$ cat src/hdl/sidta_pkg.sv
// Shared constants and types for the signed integer to decimal text converter.
`default_nettype none
package sidta_pkg;
    localparam int VALUE_BITS = 32;
    // Decimal digits needed for an unsigned VALUE_BITS-bit magnitude (log10(2) ~ 0.30103).
    localparam int NUM_DIGITS = (VALUE_BITS * 30103) / 100000 + 1;
    localparam int BCD_BITS   = 4 * NUM_DIGITS;
    localparam int CNT_W      = $clog2(VALUE_BITS + 1);
    localparam int NDIG_W     = $clog2(NUM_DIGITS + 1);
    localparam int TOTAL_W    = 4;

    localparam logic [7:0] ASCII_ZERO  = 8'd48;
    localparam logic [7:0] ASCII_MINUS = 8'd45;

    typedef struct packed {
        logic load;
        logic shift_digit;
    } sidta_ctrl_t;

    typedef struct packed {
        logic       running;
        logic [3:0] top_digit;
    } sidta_stat_t;
endpackage
`default_nettype wire

$ cat src/hdl/signed_int_to_decimal_ascii_top.sv
// Top level: signed integer to decimal ASCII characters, one character per strobe.
// After accept the block runs the conversion, then drops leading zero digits, then emits a '-' if negative
// and then the digits, most significant first.
// Busy stays high from accept until the last character is presented; no new item is taken while busy.
// Conversion uses the bit-serial shift-add-3 loop (one input bit per cycle) plus leading-zero skip.
// Characters then leave one per cycle; the receiver cannot stall them.
// Reset (rst_n low, asynchronous) returns to idle and drops any item in flight.
`default_nettype none
module signed_int_to_decimal_ascii_top (
    input  wire logic                                   clk,
    input  wire logic                                   rst_n,
    input  wire logic                                   start,
    output logic                                        busy,
    input  wire logic signed [sidta_pkg::VALUE_BITS-1:0] value,
    output logic                                        strobe,
    output logic [7:0]                                  character,
    output logic                                        last,
    output logic [sidta_pkg::TOTAL_W-1:0]               total_chars
);
    import sidta_pkg::*;

    typedef enum logic [2:0] {ST_IDLE, ST_CONV, ST_NORM, ST_SIGN, ST_EMIT} state_t;

    state_t               state_reg, state_next;
    logic                 neg_reg, neg_next;
    logic [NDIG_W-1:0]    ndig_reg, ndig_next;
    logic [TOTAL_W-1:0]   total_reg, total_next;
    logic                 strobe_reg, strobe_next;
    logic [7:0]           char_reg, char_next;
    logic                 last_reg, last_next;
    logic [TOTAL_W-1:0]   tout_reg, tout_next;

    logic [VALUE_BITS-1:0] value_u;
    logic [VALUE_BITS-1:0] mag;
    sidta_ctrl_t           ctrl;
    sidta_stat_t           stat;

    assign value_u = value;
    // Unsigned magnitude: the most negative value comes out exact.
    assign mag = value_u[VALUE_BITS-1] ? (VALUE_BITS'(0) - value_u) : value_u;

    sidta_dabble u_dabble (
        .clk  (clk),
        .rst_n(rst_n),
        .ctrl (ctrl),
        .mag  (mag),
        .stat (stat)
    );

    always_comb
    begin
        state_next       = state_reg;
        neg_next         = neg_reg;
        ndig_next        = ndig_reg;
        total_next       = total_reg;
        strobe_next      = 1'b0;
        char_next        = char_reg;
        last_next        = last_reg;
        tout_next        = tout_reg;
        ctrl.load        = 1'b0;
        ctrl.shift_digit = 1'b0;
        unique case (state_reg)
            ST_IDLE:
            begin
                if (start)
                begin
                    ctrl.load  = 1'b1;
                    neg_next   = value_u[VALUE_BITS-1];
                    ndig_next  = NDIG_W'(NUM_DIGITS);
                    state_next = ST_CONV;
                end
            end
            ST_CONV:
            begin
                if (!stat.running)
                    state_next = ST_NORM;
            end
            ST_NORM:
            begin
                // Drop leading zero digits, keeping at least one.
                if (stat.top_digit == 4'd0 && ndig_reg != NDIG_W'(1))
                begin
                    ctrl.shift_digit = 1'b1;
                    ndig_next        = ndig_reg - NDIG_W'(1);
                end
                else
                begin
                    total_next = TOTAL_W'(ndig_reg) + TOTAL_W'(neg_reg);
                    state_next = neg_reg ? ST_SIGN : ST_EMIT;
                end
            end
            ST_SIGN:
            begin
                strobe_next = 1'b1;
                char_next   = ASCII_MINUS;
                last_next   = (total_reg == TOTAL_W'(1));
                tout_next   = total_reg;
                state_next  = ST_EMIT;
            end
            ST_EMIT:
            begin
                strobe_next      = 1'b1;
                char_next        = ASCII_ZERO + {4'd0, stat.top_digit};
                last_next        = (ndig_reg == NDIG_W'(1));
                tout_next        = total_reg;
                ctrl.shift_digit = 1'b1;
                ndig_next        = ndig_reg - NDIG_W'(1);
                if (ndig_reg == NDIG_W'(1))
                    state_next = ST_IDLE;
            end
            default:
            begin
                state_next = ST_IDLE;
            end
        endcase
    end

    always_ff @(posedge clk or negedge rst_n)
    begin
        if (!rst_n)
        begin
            state_reg  <= ST_IDLE;
            strobe_reg <= 1'b0;
            neg_reg    <= 1'b0;
            ndig_reg   <= '0;
            total_reg  <= '0;
            char_reg   <= '0;
            last_reg   <= 1'b0;
            tout_reg   <= '0;
        end
        else
        begin
            state_reg  <= state_next;
            strobe_reg <= strobe_next;
            neg_reg    <= neg_next;
            ndig_reg   <= ndig_next;
            total_reg  <= total_next;
            char_reg   <= char_next;
            last_reg   <= last_next;
            tout_reg   <= tout_next;
        end
    end

    assign busy        = (state_reg != ST_IDLE);
    assign strobe      = strobe_reg;
    assign character   = char_reg;
    assign last        = last_reg;
    assign total_chars = tout_reg;

    a_strobe_src: assert property (@(posedge clk) disable iff (!rst_n)
        strobe_reg |-> ($past(state_reg) == ST_SIGN || $past(state_reg) == ST_EMIT))
        else $error("strobe without an emitting state");

    a_accept_busy: assert property (@(posedge clk) disable iff (!rst_n)
        (start && !busy) |=> busy)
        else $error("item accepted but block not busy");

    a_conv_quiet: assert property (@(posedge clk) disable iff (!rst_n)
        stat.running |-> (state_reg == ST_CONV))
        else $error("converter running outside conversion");

    a_last_ends: assert property (@(posedge clk) disable iff (!rst_n)
        (strobe_reg && last_reg) |-> (state_reg == ST_IDLE))
        else $error("last character while still emitting");

    a_sign_first: assert property (@(posedge clk) disable iff (!rst_n)
        (state_reg == ST_SIGN) |=> (strobe_reg && char_reg == ASCII_MINUS))
        else $error("sign character missing");
endmodule
`default_nettype wire

$ cat src/hdl/sidta_dabble.sv
// Bit-serial shift-add-3 binary to BCD converter with a digit shift-out path.
`default_nettype none
module sidta_dabble (
    input  wire logic                            clk,
    input  wire logic                            rst_n,
    input  wire sidta_pkg::sidta_ctrl_t          ctrl,
    input  wire logic [sidta_pkg::VALUE_BITS-1:0] mag,
    output sidta_pkg::sidta_stat_t               stat
);
    import sidta_pkg::*;

    logic [VALUE_BITS-1:0] bin_reg, bin_next;
    logic [BCD_BITS-1:0]   bcd_reg, bcd_next;
    logic [BCD_BITS-1:0]   bcd_adj;
    logic [CNT_W-1:0]      cnt_reg, cnt_next;
    logic                  run_reg, run_next;

    // Add 3 to every digit that is 5 or more before the next shift.
    always_comb
    begin
        for (int d = 0; d < NUM_DIGITS; d++)
        begin
            if (bcd_reg[4*d +: 4] >= 4'd5)
                bcd_adj[4*d +: 4] = bcd_reg[4*d +: 4] + 4'd3;
            else
                bcd_adj[4*d +: 4] = bcd_reg[4*d +: 4];
        end
    end

    always_comb
    begin
        bin_next = bin_reg;
        bcd_next = bcd_reg;
        cnt_next = cnt_reg;
        run_next = run_reg;
        if (ctrl.load)
        begin
            bin_next = mag;
            bcd_next = '0;
            cnt_next = CNT_W'(VALUE_BITS);
            run_next = 1'b1;
        end
        else if (run_reg)
        begin
            bcd_next = {bcd_adj[BCD_BITS-2:0], bin_reg[VALUE_BITS-1]};
            bin_next = {bin_reg[VALUE_BITS-2:0], 1'b0};
            cnt_next = cnt_reg - CNT_W'(1);
            if (cnt_reg == CNT_W'(1))
                run_next = 1'b0;
        end
        else if (ctrl.shift_digit)
        begin
            bcd_next = {bcd_reg[BCD_BITS-5:0], 4'd0};
        end
    end

    always_ff @(posedge clk or negedge rst_n)
    begin
        if (!rst_n)
        begin
            run_reg <= 1'b0;
            cnt_reg <= '0;
        end
        else
        begin
            run_reg <= run_next;
            cnt_reg <= cnt_next;
        end
    end

    always_ff @(posedge clk)
    begin
        bin_reg <= bin_next;
        bcd_reg <= bcd_next;
    end

    assign stat.running   = run_reg;
    assign stat.top_digit = bcd_reg[BCD_BITS-1 -: 4];
endmodule
`default_nettype wire

$ cat config.mk
export PLATFORM = sky130hd
export DESIGN_NAME = signed_int_to_decimal_ascii_top
export DESIGN_NICKNAME = d
export VERILOG_FILES = /design/src/hdl/sidta_pkg.sv /design/src/hdl/signed_int_to_decimal_ascii_top.sv /design/src/hdl/sidta_dabble.sv
export SDC_FILE = /design/constraint.sdc
export NUM_CORES = 1
export LEC_CHECK = 0
export ABC_AREA = 1
export BUFFER_PORTS_ARGS = -buffer_cell sky130_fd_sc_hd__buf_2
export CAP_MARGIN = 5
export CELL_PAD_IN_SITES_DETAIL_PLACEMENT = 1
export CELL_PAD_IN_SITES_GLOBAL_PLACEMENT = 1
export CORE_ASPECT_RATIO = 0.5
export CORE_MARGIN = 1
export CORE_UTILIZATION = 35
export CTS_CLUSTER_DIAMETER = 40
export DETAILED_ROUTE_END_ITERATION = 8
export GPL_TIMING_DRIVEN = 0
export PLACE_DENSITY_LB_ADDON = 0.1
export SLEW_MARGIN = 15
export SYNTH_ARGS = -nofsm -noshare
export SYNTH_HDL_FRONTEND = slang
export SYNTH_HIERARCHICAL = 1
export SYNTH_SLANG_ARGS = --single-unit
$ cat constraint.sdc
create_clock -name clk -period 5.3 [get_ports clk]
set_input_delay 0.265 -clock clk [delete_from_list [all_inputs] [get_ports clk]]
set_output_delay 0.265 -clock clk [all_outputs]
set_load 0.005 [all_outputs]
; Yosys cells after proc, flatten, opt, wreduce, memory -nomap -nowiden
; Cells that the tools add are included.
[op_classes]
n_reduce_logical = 13
n_mux = 36
n_lt_le_gt_ge = 10
n_addsub = 15
bitwise_logic = 1
eq_ne = 13
[op_table]
columns = cell, n
row1 = $mux 32, 3
row2 = $mux 40, 2
row3 = $mux 4, 11
row4 = $ge 4x3->1 const B, 10
row5 = $add 4x2->4 const B, 9
row6 = $sub 1x32->32 const A, 1
row7 = $mux 3, 6
row8 = $pmux 8 s2, 1
row9 = $pmux 3 s5, 1
row10 = $mux 6, 2
row11 = $pmux 4 s3, 1
row12 = $ne 2x2->1 const B, 5
row13 = $eq 4x1->1 const B, 2
row14 = $add 6x4->7 const A, 1
row15 = $mux 1, 7
row16 = $eq 3x2->1 const B, 2
row17 = $eq 6x1->1 const B, 1
row18 = $reduce_bool 2->1, 3
row19 = $reduce_bool 3->1, 2
row20 = $sub 6x1->6 const B, 1
row21 = $add 4x1->4, 1
row22 = $logic_not 4->1, 1
row23 = $ne 4x1->1 const B, 1
row24 = $pmux 1 s2, 2
row25 = 11 further kinds, 12
[totals]
wordCells = 100
in_bits = 35
output_inout_bits = 15
reg_bits = 105

; Logic depth before layout (Yosys ltp)
; Gate-level depths: netlist (run 1).
[depth]
ltp_word = 6
depth_mapped = 12
ltp_nobuf = 11

; By module
; Netlist (run 1), hierarchy kept.
[modules_own_cells]
columns = mod, area_each_um2, n_inst, cells_per_inst
row1 = sidta_dabble, 4551.9, 1, 586
row2 = signed_int_to_decimal_ascii_top, 2138.3, 1, 344

; Worst setup path after synthesis (run 1)
; Ideal clock, no wire load.
[synth_timing]
path_type = register -> register
from = register state_reg[0]
to = register u_dabble.cnt_reg[0]
path_slack_ns = 2.952
arrival_ns = 2.220
path_stages_with_launch = 11
period_less_slack_ns = 2.348
setup_time_ns = 0.127
required_ns = 5.173
cell_sequence = dfrtp_1 > nor2_2 > nand2_1 > nor2_1 > buf_4 > inv_2 > buf_4 > nand2_1 > inv_1 > nand2_1 > o21ai_0
[synth_rtl]
columns = element, line_no
row1 = "start, declared", signed_int_to_decimal_ascii_top.sv:24  ; state_t state_reg, state_next;
row2 = "start signal, assigned", signed_int_to_decimal_ascii_top.sv:133  ; state_reg <= state_next;
row3 = "end signal, assigned", sidta_dabble.sv:67  ; cnt_reg <= cnt_next;
row4 = "end, declared", sidta_dabble.sv:15  ; logic [CNT_W-1:0] cnt_reg, cnt_next;

==> summary.md, run 1 <==
| Metric | Value |
|---|---|
| Outcome | finished clean |
| XOR/XNOR Fraction of Synth Area | approximately 4.3% |
| Routed len/inst | 15.2 um |
| Simple-gate portion of the synthesized area | about 29% |
| Via count | 6,068 |
| Layout Nets | between 1,000 and 1,500 |
| CTS Buf Count | 9 |
| Arrival @ worst endpoint | around 2.2 ns |
| Hold Path Class | in2reg |
| Reg clk slew, reported paths | approximately 0.070 ns |
| H-tree Lvls | 3 |
| Combinational power share | ~52% |
| Max clock buf depth | 2 |
| Post-route design area | roughly 7600 um2 |
| Share of layout cells above drive strength 1 | 14.1% |
| Max reg flops | 40 |
| Prevailing post-synth register cell | dfxtp_1 |
| Seq/Total Area, Yosys | a little under two fifths |
| Largest fanout on the critical path | 32 |
| Drt total wl | roughly 19 mm |
| Ys async rst share | 30.1% |
| Mux cell area share after synthesis | 0% |
| RSZ-0062 raised after global routing | no |
| Final Hold Viols | 0 |
| # diodes | 0 |
| Tcrit/Tclk final | 41.2% |
| GRT overflow | 0 |
| Setup violators final | 0 |
| Sequential power share | 33.8% |
| Initial DRC count | 200 |
| Post-route ant nets | 0 |
| CTS root buffer | clkbuf_16 |
| Final Skew | approximately 0.0081 ns |
| EDFF count, synth | 32 |
| Internal power | ~2.5 mW |
| Initial Util | a little over a third |
| Largest net degree at the start of global routing | 33 |
| Seq cells post-synth | 103 |
| Worst-Margin Slew | roughly 0.73 ns |
| # port buffers | 47 |
| Post-synth design cell area | 6690 um2 |
| Clock latency on the worst-skew pair | between 0.3 and 0.4 ns |
| Global-route wire length before repair | roughly 31 mm |
| Normalized max-slew margin | between 50% and 60% |
| Initial antenna violation count | 0 |
| Rows | 35 |
| Critical path required time | between 5 and 6 ns |
| Net switching power | approximately 2.1 mW |
| Syn Inst Count | between 900 and 1,000 |
| Max Clock Freq | roughly 460 MHz |
| DP Area | 7280 um2 |
| Setup TNS | 0 ns |
| WS Path Type | reg2reg |
| Pwr dens | just over 600 nW/um2 |
| Postcts setup bufs | 0 |
| Die ar. | 19,700 um2 |
| Core area | 18,600 um2 |
| GP Congestion | 0.851 |
| Critical Path Start Type | flop |
| I/O pin count | 50 |
| Vias per cell | about 4.8 |
| All-Layer GR Usage | 20.7% |
| Yosys cell types | 46 |
| Adder-Cell Fraction of Synth Area | 5.05% |
| Final Max Tran Viols | 0 |
| Flop2flop setup slack | 3.12 ns |
| Worst Setup End Kind | flop |
| Synth Warn # | 6 |
| Final Critical Period | around 2.2 ns |
| FILL cells | 2,416 |
| Dpl hpwl | between 10 and 15 mm |
| Main combinational cell family by area after synthesis | simple AND/OR/NAND/NOR gates |
| Die height | between 90 and 100 um |
| Clock share of power | roughly 15% |
| Synth Area in Compound Gates | ~14% |
| Sw Ratio | approximately 46% |
| TritonRoute pass-1 iters | 4 |
| Peak supply drop | roughly 0.00017 V |
| Number of global-route vias before repair | 6,099 |
| Syn Area/Cell | about 7.2 um2 |
| DR DRC count | 0 |
| Clk sinks | between 100 and 150 |
| CTS tree | done |
| Max-cap violations | 0 |
| Die width | around 200 um |
| P_leak | ~3.7 nW |
| Area grow syn2layout | 13.3% |
layout make-up:
class                           instances  area [um2]  area share, %
Multi-Input combinational cell        674        3470           45.8
Sequential cell                       103        2540           33.5
Inverter                              118         453           5.98
Tap cell                              259         324           4.28
Timing Repair Buffer                   49         265           3.50
Clock buffer                           10         250           3.30
Buffer                                 36         235           3.10
Clock inverter                          6        41.3          0.545
metal layers:
metal	routed length, um	global-route usage (%)	part of all wire (%)	vias to the layer above
li1	-	-	-	3103
met2	8910	34.7	47	83
met5	0	0	0	-
met3	721	4.00	3.8	16
met1	9250	27.5	48	2866
met4	216	5.19	1.1	0
power groups by stage:
stage / logic, mW / clock network, mW / registers, mW
floorplan: 1.77 / 0 / 1.48
global placement: 2.28 / 0 / 1.55
detailed placement: 2.37 / 0 / 1.56
CTS: 2.39 / 0.697 / 1.55
global route: 2.72 / 0.730 / 1.60
finish: 2.36 / 0.668 / 1.55
placed cells by master, fill, tap and decap left out, types with 4 or more instances in the layout:
| cell type | count |
|---|---|
| buf_6 | 5 |
| edfxtp_1 | 32 |
| nand2_1 | 299 |
| inv_2 | 7 |
| o21ai_2 | 9 |
| a21oi_1 | 47 |
| buf_4 | 12 |
| clkbuf_16 | 10 |
| nand2_2 | 7 |
| dfrtp_1 | 31 |
| o21ai_0 | 74 |
| nand4_1 | 9 |
| o21ai_1 | 4 |
| a211oi_2 | 8 |
| clkbuf_1 | 5 |
| inv_1 | 107 |
| ha_1 | 27 |
| nor2_1 | 70 |
| nand3_1 | 49 |
| a31oi_1 | 5 |
| xnor2_1 | 11 |
| nor2_2 | 4 |
| buf_2 | 60 |
| xor2_1 | 22 |
| dfxtp_1 | 40 |
cells by family after synthesis:
| family | count (synthesis) |
|---|---|
| and+or+nand+nor | 454 |
| AOI/OAI and AO/OA | 158 |
| buffers and inverters | 154 |
| DFF | 103 |
| xor gates and xnor gates | 33 |
| adders and majority gates | 27 |
| other | 1 |
repair_timing:
item,in CTS,in global routing
gates resized for setup,0,0
endpoints found under the hold margin,31,0
hold buffers,1,0
critical path: stages (launching register included):
cell	delay [ns]
dfrtp_1	0.49
nor2_2	0.21
nand2_1	0.09
nor2_1	0.19
buf_4	0.27
inv_2	0.07
buf_4	0.18
nand2_2	0.13
buf_12	0.22
synthesized netlist by cell type, drive strengths merged, types with 11 or more instances:
library cell | instances | area, um2
dfxtp | 40 | 801
dfrtp | 31 | 776
o21ai | 87 | 469
edfxtp | 32 | 961
nor2 | 74 | 288
xnor2 | 11 | 96.3
nand3 | 50 | 255
a21oi | 47 | 235
xor2 | 22 | 193
ha | 27 | 338
inv | 117 | 449
nand2 | 310 | 1220
buf | 30 | 211
through the flow:
stage | power (mW) | instances | hold slack, ns | utilization (%) | setup slack, ns
detailed placement | 3.93 | 1238 | 0.365 | 39.2 | 3.10
finish | 4.57 | 1255 | 0.195 | 40.8 | 3.12
global placement | 3.83 | 1237 | 0.362 | 39.1 | 2.19
floorplan | 3.25 | 931 | -0.0306 | - | 2.95
CTS | 4.64 | 1255 | 0.177 | 40.8 | 3.08
global route | 5.05 | 1255 | 0.186 | 40.8 | 2.98
path summary, 6_finish.rpt:
check | endpoint | depth (start not counted) | startpoint
setup / recovery | u_dabble/bin_reg[17] | 8 | state_reg[0]
hold / removal | u_dabble/bin_reg[0] | 3 | value[0]
setup reg to reg | u_dabble/bin_reg[17] | 8 | state_reg[0]
hold reg to reg | character[5] | 1 | character[5]
max in group asynchronous | state_reg[0] | 2 | rst_n
min in group asynchronous | ndig_reg[1] | 2 | rst_n
(Power assumes the default switching activity.)
==> run 2: changes to the inputs <==
==> constraint.sdc (replaced) <==
create_clock -name clk -period 1.88 [get_ports clk]
set_input_delay 0.094 -clock clk [delete_from_list [all_inputs] [get_ports clk]]
set_output_delay 0.094 -clock clk [all_outputs]
set_load 0.005 [all_outputs]
==> run 2 against run 1 <==
Effect of this change:
- non-clock buffer count up 6
- largest cell class unchanged
- critical endpoint is now u_dabble/bcd_reg[36]
- worst setup slack worse by 3.0 ns
- core utilization up 0.82 points
==> summary.md, run 2 (synthesis results as in run 1) <==
| Metric | Value |
|---|---|
| Crit-path max cell delay | ~0.39 ns |
| Clock latency on the worst-skew pair | 0.35 ns |
| Max-cap violations | 0 |
| Final Skew | 0.00997 ns |
| WS Path Type | reg2reg |
| Critical path required time | 2.12 ns |
| FILL cells | approximately 2,400 |
| Worst Path Buf+Inv | 3 |
| Max reg flops | 40 |
| Initial DRC count | around 210 |
| Hold Path Class | in2reg |
| Most frequent cells in the layout | 298 x nand2_1, 106 x inv_1, 74 x o21ai_0 |
| Die ar. | roughly 20,000 um2 |
| Register area | roughly 2500 um2 |
| Global-route wire length before repair | 31.7 mm |
| Outcome | finished clean |
| Reg clk slew, reported paths | 0.08 ns |
| Layout Nets | about 1,100 |
| Initial Util | 36.0% |
| Largest net degree at the start of global routing | 32 |
| Normalized max-slew margin | between 50% and 60% |
| CTS root buffer | clkbuf_16 |
| # diodes | 0 |
| Worst path slowest cell | dfrtp_1 |
| Worst Setup End Kind | flop |
| Arrival @ worst endpoint | roughly 2 ns |
| Largest fanout on the critical path | 10 |
| Setup TNS | 0 ns |
| Dpl hpwl | about 14 mm |
| Share of layout cells above drive strength 1 | 15.9% |
| CTS tree | done |
| Initial antenna violation count | 0 |
| Max Clock Freq | 562 MHz |
| Sw Ratio | around 45% |
| Final Hold Viols | 0 |
| Worst path top cell family by delay | flip-flops |
| Final Max Tran Viols | 0 |
| All-Layer GR Usage | between 20 and 25% |
| Critical Path Start Type | flop |
| DR DRC count | 0 |
| GRT overflow | 0 |
| Pwr dens | between 1500 and 2000 nW/um2 |
| Sequential power share | 32.8% |
| Post-route ant nets | 0 |
| Peak supply drop | 0.000546 V |
| H-tree Lvls | 3 |
| Commonest non-fill, non-tap cell in the layout | nand2_1 |
| Vias per cell | just under 5 |
| I/O pin count | 50 |
| Drt total wl | between 15 and 20 mm |
| Internal power | a little over 7 mW |
| Area occupied by multi-input gates | 3520 um2 |
| CP Cell Sequence | inv_2 > ha_1 > nand2_2 > nand4_4 > nand2_4 > inv_4 > clkbuf_2 > o21ai_0 > a21oi_1 |
| Net switching power | roughly 6 mW |
| # port buffers | 47 |
| Die height | around 100 um |
| CTS Buf Count | 9 |
| Core area | 18,600 um2 |
| TritonRoute pass-1 iters | 6 |
| P_leak | roughly 3.8 nW |
| GP Congestion | ~0.82 |
| Die width | 198 um |
| Rows | 35 |
| Clock share of power | about 15% |
| Area grow syn2layout | 15.5% |
| Dpl cells | 1,237 |
| Tcrit/Tclk final | approximately 95% |
| Non-Filler Instances | about 1,300 |
| Final Util | a little over two fifths |
| Clk sinks | around 100 |
| Worst-Margin Slew | 0.749 ns |
| Max clock buf depth | 2 |
| Setup violators final | 0 |
| Combinational power share | between 50% and 60% |
| Routed len/inst | 15.1 um |
| Final Critical Period | between 1.5 and 2 ns |
| Via count | ~6,000 |
| Number of global-route vias before repair | 6,262 |
==> run 2: changes by cell type in the layout (fill, tap and decap cells not counted), sizes merged <==
cell / delta
buf: +6
clkinvlp: +1
clkbuf: +1
clkinv: -2
nand2: +1
==> run 2: cell type report <==
| cell class | count | share of cell area, % |
|---|---|---|
| multi-input combinational | 675 | 45.5 |
| sequential | 103 | 32.9 |
| inverter | 118 | 5.89 |
| tap | 259 | 4.19 |
| timing repair buffer | 55 | 4.01 |
| buffer | 36 | 3.45 |
| clock buffer | 11 | 3.42 |
| clock inverter | 5 | 0.615 |
==> run 2: final timing paths <==
kind	startpoint	endpoint	slack, ns	cells past startpoint
worst max register to register	ndig_reg[1]	u_dabble/bcd_reg[36]	0.1	9
worst max-delay path	ndig_reg[1]	u_dabble/bcd_reg[36]	0.1	9
worst min register to register	total_chars[0]	total_chars[0]	0.47	2
worst min-delay path	value[0]	u_dabble/bin_reg[0]	0.04	3
max in group asynchronous	rst_n	state_reg[1]	1.01	2
min in group asynchronous	rst_n	total_chars[0]	0.35	2
==> run 2: per-layer routing <==
metal / vias up / wire [um] / global-route usage (%)
met5: - / 0 / 0
met1: 2896 / 9230 / 26.8
met3: 9 / 701 / 2.64
met4: 0 / 89 / 2.80
li1: 3118 / - / -
met2: 82 / 8970 / 36.7
==> run 2: repair_timing <==
item,CTS,global route
pin swaps,2,2
endpoints found under the hold margin,31,0
cloned,1,0
buffers inserted,5,2
hold buffers,1,0
resized for setup,11,19
endpoints found under the setup margin,107,87
==> run 2: per-stage QoR <==
step                hold slack [ns]  total power, mW  setup slack [ns]  area [um2]
floorplan                    -0.202             9.17            0.0578        6700
global placement              0.197             10.8            -0.401        7260
detailed placement            0.205             11.1            -0.503        7260
CTS                          0.0290             13.3           0.00628        7680
global route                 0.0359             14.5          -0.00468        7730
finish                       0.0402             13.2            0.0993        7730
==> run 2: power by group through the flow <==
stage / logic [mW] / clock network, mW / registers, mW
2_1_floorplan: 5.00 / 0 / 4.17
3_3_place_gp: 6.44 / 0 / 4.35
3_5_place_dp: 6.69 / 0 / 4.38
4_1_cts: 6.92 / 2.02 / 4.34
5_1_grt: 7.95 / 2.08 / 4.49
6_report: 6.94 / 1.95 / 4.34
==> run 2: tightest hold or removal path: cells and delay by family <==
kind	cells	cell delay, ns
simple gates	1	0.05
buf+inv	2	0.14
==> run 3: changes to the inputs <==
--- a/config.mk
+++ b/config.mk
@@ -20,5 +20,4 @@
 export SLEW_MARGIN = 15
 export SYNTH_ARGS = -nofsm -noshare
 export SYNTH_HDL_FRONTEND = slang
-export SYNTH_HIERARCHICAL = 1
 export SYNTH_SLANG_ARGS = --single-unit
==> run 3 against run 2 <==
Effect of this change:
- core utilization up 0.47 points
- global-route usage up 1.2 points
- hold slack better by 0.048 ns
- non-clock buffer count down 7
- wire length up 4.8%
- clock power down 3%
- combinational power up 4.3%
- total power up 1.6%
- sequential power down 0.9%
- worst setup slack worse by 0.0022 ns
- critical endpoint is now u_dabble.bcd_reg[17]
- largest power group unchanged
==> summary.md, run 3 <==
| Metric | Value |
|---|---|
| Outcome | finished clean |
| Initial Util | 36.8% |
| DP Area | around 7100 um2 |
| Post-place setup slack | -0.291 ns |
| Prevailing post-synth register cell | dfxtp_1 |
| Dpl cells | between 1,000 and 1,500 |
| WS Path Type | reg2reg |
| Pwr dens | 1790 nW/um2 |
| Critical path required time | 2.18 ns |
| Yosys cell types | between 40 and 50 |
| Die width | between 150 and 200 um |
| Die ar. | approximately 19,000 um2 |
| Share of layout cells above drive strength 1 | 16.3% |
| FILL cells | 2,282 |
| Max clock buf depth | 2 |
| Dpl hpwl | roughly 15 mm |
| All-Layer GR Usage | a little over a fifth |
| Pwr Total | roughly 13 mW |
| CTS Buf Count | 9 |
| Layout Nets | between 1,000 and 1,500 |
| Top area cells in the synthesized netlist | edfxtp_1 15%, nand2_1 12%, dfxtp_1 12%, dfrtp_1 12%, nor2_1 5.9% |
| Global-route wire length before repair | ~33 mm |
| Commonest non-fill, non-tap cell in the layout | nand2_1 |
| P_leak | between 3 and 4 nW |
| Register area | 2540 um2 |
| Seq/Total Area, Yosys | 38.6% |
| Seq cells post-synth | just over 100 |
| Ys async rst share | between 30% and 40% |
| Tcrit/Tclk final | a little over nine tenths |
| Core area | approximately 18,000 um2 |
| Area occupied by multi-input gates | between 3000 and 4000 um2 |
| Max Clock Freq | ~560 MHz |
| Critical path endpoint | u_dabble.bcd_reg[17] |
| Largest area contributor in the netlist | edfxtp_1 |
| Rows | 34 |
| Number of global-route vias before repair | between 6,000 and 7,000 |
| Routed len/inst | around 17 um |
| Critical Path Start Type | flop |
| Fin worst setup slack | ~0.097 ns |
| Most frequent cells in the layout | 214 x nand2_1, 103 x nor2_1, 95 x inv_1 |
| Arrival @ worst endpoint | around 2.1 ns |
| Non-Filler Instances | between 1,000 and 1,500 |
| Top cell type's share of synthesized area | 14.6% |
| Reg2reg end | u_dabble.bcd_reg[17] |
| Hold path startpoint | value[0] |
| R2R depth | 11 |
| GP Congestion | approximately 0.82 |
| CTS root buffer | clkbuf_16 |
| Peak supply drop | about 0.00061 V |
| Clk sinks | around 100 |
| Via count | approximately 6,000 |
| Worst-Margin Slew | about 0.82 ns |
| Drt total wl | between 15 and 20 mm |
| Hold Path Class | in2reg |
| CTS tree | done |
| Final Hold Viols | 0 |
| Initial DRC count | 221 |
| H-tree Lvls | 3 |
| Normalized max-slew margin | between 40 and 50% |
| Largest fanout on the critical path | 10 |
| Largest net degree at the start of global routing | 32 |
| GRT overflow | 0 |
| Post-route design area | between 7000 and 8000 um2 |
| Setup TNS | 0 ns |
| Initial antenna violation count | 0 |
| Reg clk slew, reported paths | ~0.080 ns |
| Max-cap violations | 0 |
| Syn Area/Cell | 7.34 um2 |
| Post-route ant nets | 0 |
| Setup violators final | 0 |
| Die height | ~100 um |
| Worst hold slack | slightly below 0.09 ns |
| Final Util | 42.1% |
| Area grow syn2layout | 14.4% |
| Top cells by count, synth | 215 x nand2_1, 103 x nor2_1, 97 x inv_1 |
| Flop2flop setup slack | 0.1 ns |
| Vias per cell | between 5 and 6 |
| DR DRC count | 0 |
| Final Critical Period | approximately 1.8 ns |
| Final Skew | approximately 0.013 ns |
| Final Max Tran Viols | 0 |
| Critical Path Start | u_dabble.bcd_reg[37] |
| EDFF count, synth | 32 |
| Worst Setup End Kind | flop |
| Syn Inst Count | roughly 900 |
| Clock latency on the worst-skew pair | around 0.35 ns |
| Synth Warn # | 0 |
| Reg2Reg Launch Point | u_dabble.bcd_reg[37] |
| I/O pin count | 50 |
| # port buffers | 47 |
| TritonRoute pass-1 iters | 4 |
| # diodes | 0 |
| Max reg flops | 40 |
| Post-synth design cell area | ~6600 um2 |
| Count leader, synth | nand2_1 |
## run 3: changes by cell type after synthesis, sizes merged, moves of 3 or more
cell and change:
a211oi -8, nor2 +38, inv -13, o21ai +25, buf -4, o22a -3
nand2 -84, nand3b -3, nand3 +23, a21oi -5, xnor2 -5, a31oi -4
## run 3: metal layers
metal	global-route usage (%)	share of wire [%]	vias to the layer above
li1	-	-	3054
met1	30.6	53	2946
met2	35.4	44	64
met3	3.52	2.4	8
met4	3.31	0.55	0
met5	0	0	-
## run 3: worst min-delay path by stage
stage	endpoint	slack, ns	depth (start not counted)
final	u_dabble.bin_reg[0]	0.09	3
after global routing	u_dabble.bin_reg[0]	0.11	3
after CTS	u_dabble.bin_reg[0]	0.09	3
after detailed placement	total_chars[1]	0.21	1
after global placement	total_chars[1]	0.20	1
after floorplan	character[0]	-0.20	0
## run 3: cell families after synthesis
kind of cell / synth area share, %
AO/OA/AOI/OAI: 14.7
XOR/XNOR: 3.46
adder cells (fa/ha/maj): 5.33
buffers and inverters: 9.50
flip-flops: 38.6
other: 0.0571
AND/OR/NAND/NOR: 28.4
## run 3: critical path, cell delays in order (launching register included)
cell and delay [ns]:
dfxtp_1 0.31, inv_1 0.14, ha_1 0.21, nand2_1 0.13, nor2_4 0.16, nand2_4 0.09, nand2_8 0.13, buf_4 0.24
nand2_1 0.12, nand3_1 0.11, nand2_1 0.05, inv_1 0.05
## run 3: layout make-up
cell class                      instances  share of cell area, %
Inverter                              104                   5.22
Clock inverter                          5                  0.649
Multi-Input combinational cell        660                   46.3
Clock buffer                           11                   3.24
Tap cell                              234                   3.89
Buffer                                 33                   3.34
Timing Repair Buffer                   51                   3.56
Sequential cell                       103                   33.8
## run 3: power breakdown
| group | internal, mW | switching (mW) |
|---|---|---|
| registers | 3.58 | 0.722 |
| clock network | 0.972 | 0.930 |
| logic | 2.63 | 4.61 |
## run 3: repair_timing
action,CTS,global route
buffers inserted,2,1
cloned,1,2
endpoints found under the hold margin,31,0
hold buffers,1,0
pin swaps,1,1
setup endpoints to repair,43,84
gates resized for setup,5,16
